===== src/rtl/bpa_pkg.sv =====
// Shared constants, codes and controller/datapath interface types for the page allocator.
package bpa_pkg;

  // Allocator geometry
  localparam int MAX_ORDER  = 16;
  localparam int PAGE_ORDER = 8;
  localparam int LIST_DEPTH = 16;

  localparam int NUM_ORDERS = MAX_ORDER + 1;
  localparam int ORD_W      = 5;
  localparam int ADDR_W     = 32;
  localparam int IDX_W      = $clog2(LIST_DEPTH);
  localparam int CNT_W      = $clog2(LIST_DEPTH + 1);
  localparam int MEM_DEPTH  = NUM_ORDERS * LIST_DEPTH;
  localparam int MEM_AW     = $clog2(MEM_DEPTH);
  localparam int CFG_IDX_W  = 1;

  // Operation codes
  typedef enum logic [1:0] {
    OP_INIT  = 2'd0,
    OP_ALLOC = 2'd1,
    OP_FREE  = 2'd2
  } op_t;

  // Result status codes
  typedef enum logic [1:0] {
    ST_OK   = 2'd0,
    ST_OOM  = 2'd1,
    ST_BIG  = 2'd2,
    ST_FULL = 2'd3
  } status_t;

  // Configuration register indexes
  typedef enum logic [CFG_IDX_W-1:0] {
    REG_HEAP_START = 1'd0,
    REG_HEAP_END   = 1'd1
  } cfg_reg_t;

  // Controller states
  typedef enum logic [2:0] {
    S_IDLE,
    S_DECODE,
    S_INIT,
    S_SEARCH,
    S_READ,
    S_SPLIT,
    S_FREE,
    S_RESP
  } state_t;

  // Commands from controller to datapath
  typedef struct packed {
    logic    capture;      // latch transaction fields, clear result
    logic    init_begin;   // empty all lists, round start, go to top order
    logic    ord_from_req; // working order <= requested order
    logic    init_place;   // place a block at working order if it fits
    logic    ord_inc;
    logic    ord_dec;
    logic    pop;          // pop top of working order list
    logic    load_base;    // take popped base from memory
    logic    split_push;   // push upper half one order down, step down
    logic    grant;        // granted base <= working base
    logic    free_push;    // push freed base, flag full list
    logic    set_status;
    status_t status_val;
  } cmd_t;

  // Status from datapath to controller
  typedef struct packed {
    logic [1:0] op;
    logic       ord_big;
    logic       cnt_zero;
    logic       ord_at_max;
    logic       ord_at_page;
    logic       ord_at_req;
  } sts_t;

endpackage


===== src/rtl/bpa_ctrl.sv =====
// Controller state machine sequencing init, allocate and free transactions.
module bpa_ctrl (
  input  logic          clk,
  input  logic          rst,
  input  logic          start,
  output logic          busy,
  output logic          done,
  output bpa_pkg::cmd_t cmd,
  input  bpa_pkg::sts_t sts
);

  bpa_pkg::state_t state, state_next;

  // State register
  always_ff @(posedge clk) begin
    if (rst) begin
      state <= bpa_pkg::S_IDLE;
    end else begin
      state <= state_next;
    end
  end

  // Next state and commands
  always_comb begin
    state_next     = state;
    cmd            = '0;
    cmd.status_val = bpa_pkg::ST_OK;
    busy           = 1'b1;
    done           = 1'b0;
    case (state)
      bpa_pkg::S_IDLE: begin
        busy = 1'b0;
        if (start) begin
          cmd.capture = 1'b1;
          state_next  = bpa_pkg::S_DECODE;
        end
      end
      bpa_pkg::S_DECODE: begin
        case (bpa_pkg::op_t'(sts.op))
          bpa_pkg::OP_INIT: begin
            cmd.init_begin = 1'b1;
            state_next     = bpa_pkg::S_INIT;
          end
          bpa_pkg::OP_ALLOC, bpa_pkg::OP_FREE: begin
            if (sts.ord_big) begin
              cmd.set_status = 1'b1;
              cmd.status_val = bpa_pkg::ST_BIG;
              state_next     = bpa_pkg::S_RESP;
            end else begin
              cmd.ord_from_req = 1'b1;
              state_next       = (bpa_pkg::op_t'(sts.op) == bpa_pkg::OP_ALLOC) ?
                                 bpa_pkg::S_SEARCH : bpa_pkg::S_FREE;
            end
          end
          default: begin
            state_next = bpa_pkg::S_RESP;
          end
        endcase
      end
      // one order per cycle, top down
      bpa_pkg::S_INIT: begin
        cmd.init_place = 1'b1;
        if (sts.ord_at_page) begin
          state_next = bpa_pkg::S_RESP;
        end else begin
          cmd.ord_dec = 1'b1;
        end
      end
      // walk up to the first non-empty list, or report OOM at the top order
      bpa_pkg::S_SEARCH: begin
        if (!sts.cnt_zero) begin
          cmd.pop    = 1'b1;
          state_next = bpa_pkg::S_READ;
        end else if (sts.ord_at_max) begin
          cmd.set_status = 1'b1;
          cmd.status_val = bpa_pkg::ST_OOM;
          state_next     = bpa_pkg::S_RESP;
        end else begin
          cmd.ord_inc = 1'b1;
        end
      end
      bpa_pkg::S_READ: begin
        cmd.load_base = 1'b1;
        state_next    = bpa_pkg::S_SPLIT;
      end
      // split down to the requested order
      bpa_pkg::S_SPLIT: begin
        if (sts.ord_at_req) begin
          cmd.grant  = 1'b1;
          state_next = bpa_pkg::S_RESP;
        end else begin
          cmd.split_push = 1'b1;
        end
      end
      bpa_pkg::S_FREE: begin
        cmd.free_push = 1'b1;
        state_next    = bpa_pkg::S_RESP;
      end
      bpa_pkg::S_RESP: begin
        done       = 1'b1;
        state_next = bpa_pkg::S_IDLE;
      end
      default: begin
        state_next = bpa_pkg::S_IDLE;
      end
    endcase
  end

  // Checks
  a_done_single: assert property (@(posedge clk) disable iff (rst) done |=> !done)
    else $error("done strobe longer than one cycle");
  a_accept_busy: assert property (@(posedge clk) disable iff (rst)
    (start && !busy) |=> (busy && !done))
    else $error("accepted transaction did not start work");
  a_search_bound: assert property (@(posedge clk) disable iff (rst)
    cmd.ord_inc |-> !sts.ord_at_max)
    else $error("search stepped past the largest order");

endmodule


===== config.mk =====
export PLATFORM = sky130hd
export DESIGN_NAME = bpa_ctrl
export DESIGN_NICKNAME = d
export VERILOG_FILES = /design/src/rtl/bpa_pkg.sv /design/src/rtl/bpa_ctrl.sv
export SDC_FILE = /design/constraint.sdc
export NUM_CORES = 1
export LEC_CHECK = 0
export BUFFER_PORTS_ARGS = -buffer_cell sky130_fd_sc_hd__buf_4
export CAP_MARGIN = 20
export CORE_ASPECT_RATIO = 0.9
export CORE_UTILIZATION = 24
export DETAILED_ROUTE_END_ITERATION = 10
export GPL_TIMING_DRIVEN = 0
export SYNTH_ARGS = -nofsm -noshare
export SYNTH_HDL_FRONTEND = slang
export SYNTH_SLANG_ARGS = --single-unit
export TNS_END_PERCENT = 50

===== constraint.sdc =====
create_clock -name clk -period 2.8 [get_ports clk]
set_input_delay 0.42 -clock clk [delete_from_list [all_inputs] [get_ports clk]]
set_output_delay 0.42 -clock clk [all_outputs]
set_load 0.01 [all_outputs]

==> flow_metrics.py <==
metrics = {
    "timing": {
        "layout_setup_ws_ns": 0.7952,
        "hold_viol_final": 0,
        "hold-worst-slack_ns": 0.3653,
        "finalSetupTns_ns": 0,
        "max-slew-margin-rel_pct": 77.39,
        "fin_crit_ns": 2.005,
        "rsz0062_at_grt": "false",
        "worst_pin_slew_ns": 0.3305,
        "fin_crit_sh_pct": 71.60,
        "setup_viol": 0,
        "drv_slew": 0,
        "fin_skew_ns": 0.002786,
        "clock.fmax_mhz": 498.8,
    },
    "cts": {
        "clock-root-buffer": "clkbuf_4",
        "holdBufCountCts": 0,
        "htree_levels": 1,
        "postCtsSetupBuffers": 0,
        "clk_pin_slew_worst_paths_ns": 0.04,
        "cts_sinks": 3,
        "numCtsBuffers": 3,
        "cts_resized": 0,
        "cts_tree": "yes",
        "clockBufferDepth": 2,
        "clkLatencyLatePin_ns": 0.23,
    },
    "critical_path": {
        "ff2ff_setup_slack_ns": 1.30,
        "arrival_ns": 1.58,
        "crit_fanout": 10,
        "required_ns": 2.38,
        "start_kind": "flop",
        "end_kind": "output port",
        "path_class": "flop to output port",
    },
    "detailed_routing": {
        "postRouteAntennaNets": 0,
        "highest_layer": "met3",
        "dr.pass1.iters": 4,
        "wl_met3_um": 64,
        "drt_wl_total_um": 1110,
        "route.detailed.drc": 0,
        "met1_length_um": 529,
        "drtIter0Drc": 8,
        "dr_wl_met2_um": 515,
        "dr_total_vias": 497,
        "routedWlPerCell_um": 10.28,
        "post_drt_via_cell_ratio": 4.602,
    },
    "synthesis": {
        "yosys.area.top_type": "dfxtp_1",
        "ys.flop_type": "dfxtp_1",
        "ys_types": 27,
        "yosys_register_bits": 3,
        "synth_area_um2": 396.6,
        "synth_edf_count": 0,
        "synth.net_count": 69,
        "synth.avg_cell_area_um2": 6.958,
        "synthCells": 57,
        "synth-seq-area-share_pct": 15.14,
        "synth_area_leaders": "dfxtp_1 (15%), nor2_1 (8.5%), and3_1 (6.3%)",
        "yosysWarnings": 0,
        "synth_top_area_share_pct": 15.14,
        "synthArstFlopShare_pct": 0,
    },
    "outcome": {
        "status": "finished, final reports clean",
    },
    "cells_and_area": {
        "nNetsFinal": 99,
        "fin_util_pct": 42.64,
        "antenna_cells": 0,
        "layout_common_cells": "buf_4 (25), nor2_1 (9), inv_1 (5), nand2_1 (5), and3_1 (4)",
        "drive_above_1_share_pct": 39.53,
        "largest_reg_flops": 3,
        "final_cells": 108,
        "final_common_cell": "buf_4",
        "synthToLayoutAreaGrowth_pct": 60.88,
        "reg_top3": "state: 3 flops",
        "post-route-cell-area_um2": 638.1,
        "largest_register": "state",
    },
    "min_path": {
        "hold_class": "input port to flop",
    },
    "power_and_ir_drop": {
        "leakagePower_nw": 0.3474,
        "ir_drop_mv": 0.1537,
        "fin_total_pwr_mw": 0.3197,
        "powerDensity_nw_per_um2": 501.1,
    },
    "floorplan": {
        "ioPinCount": 26,
        "core_um2": 1496,
        "die_w_um": 44.85,
        "std_cell_rows": 13,
        "die_h_um": 40.57,
        "initial_core_util_pct": 26.50,
        "dieArea_um2": 1819,
    },
    "place": {
        "io_buffers": 25,
        "place_ws_ns": 0.9858,
        "placed_cell_area_um2": 611.8,
        "dp.cells": 104,
        "dp_hpwl_um": 825.7,
        "place.gp.congestion": 0.8156,
    },
    "global_routing": {
        "grt_pass1_vias": 373,
        "gr-total-overflow": 0,
        "grt_usage_pct": 12.60,
        "grt_first_pass_wirelength_um": 1614,
        "grt_max_degree": 11,
        "antenna_found_initial": 0,
    },
    "flow_run": {
        "drv_cap": 0,
    },
}
-- worst paths after layout --
path / startpoint / end / cells past startpoint
worst max-delay path: state[0]$_SDFFE_PP0P_ / cmd[11] / 5
worst min-delay path: rst / state[2]$_SDFFE_PP0P_ / 2
worst max register to register: state[2]$_SDFFE_PP0P_ / state[2]$_SDFFE_PP0P_ / 5
worst min register to register: state[2]$_SDFFE_PP0P_ / state[2]$_SDFFE_PP0P_ / 3
-- per-layer routing --
metal,global-route usage (%),vias to the layer above
li1,-,258
met1,16.93,221
met2,20.96,18
met3,0,0
met4,6.818,0
met5,0,-
-- kinds of logic (layout without fill, tap and decap cells) --
group | count (synthesis) | count (layout) | synth area share [%]
simple gates | 34 | 34 | 50.79
flops | 3 | 3 | 15.14
buf+inv | 9 | 38 | 11.04
compound gates | 9 | 9 | 16.72
fa+ha+maj | 2 | 2 | 6.308
-- critical path, cell delays in order (launching register included) --
cell	delay (ns)
dfxtp_1	0.31
buf_2	0.22
clkbuf_1	0.33
nand2_1	0.13
nor3b_1	0.22
buf_4	0.15
-- cell type report --
class | instances | area (um2)
clock buffers | 4 | 26.28
well taps | 22 | 27.53
plain buffers | 4 | 25.02
inverters | 5 | 18.77
multi-input cells | 45 | 292.8
flip-flops and latches | 3 | 60.06
fillers | 167 | 858.3
repair buffers | 25 | 187.7
-- Yosys cell counts, drive strengths merged (2+ instances only) --
master and count:
a21oi 3, and3 4, buf 3, dfxtp 3, ha 2, inv 5, nand2 5, nand2b 2
nand3b 2, nor2 10, nor3 2, nor3b 2, or3 2
-- power breakdown --
part	total [mW]	switching, mW	internal (mW)	leakage (nW)
Combinational	0.183	0.0963	0.0870	0.307
Sequential	0.0613	0.00875	0.0526	0.0250
Clock	0.0751	0.0217	0.0534	0.0150
Note: power is estimated with default switching activity, not from simulation.
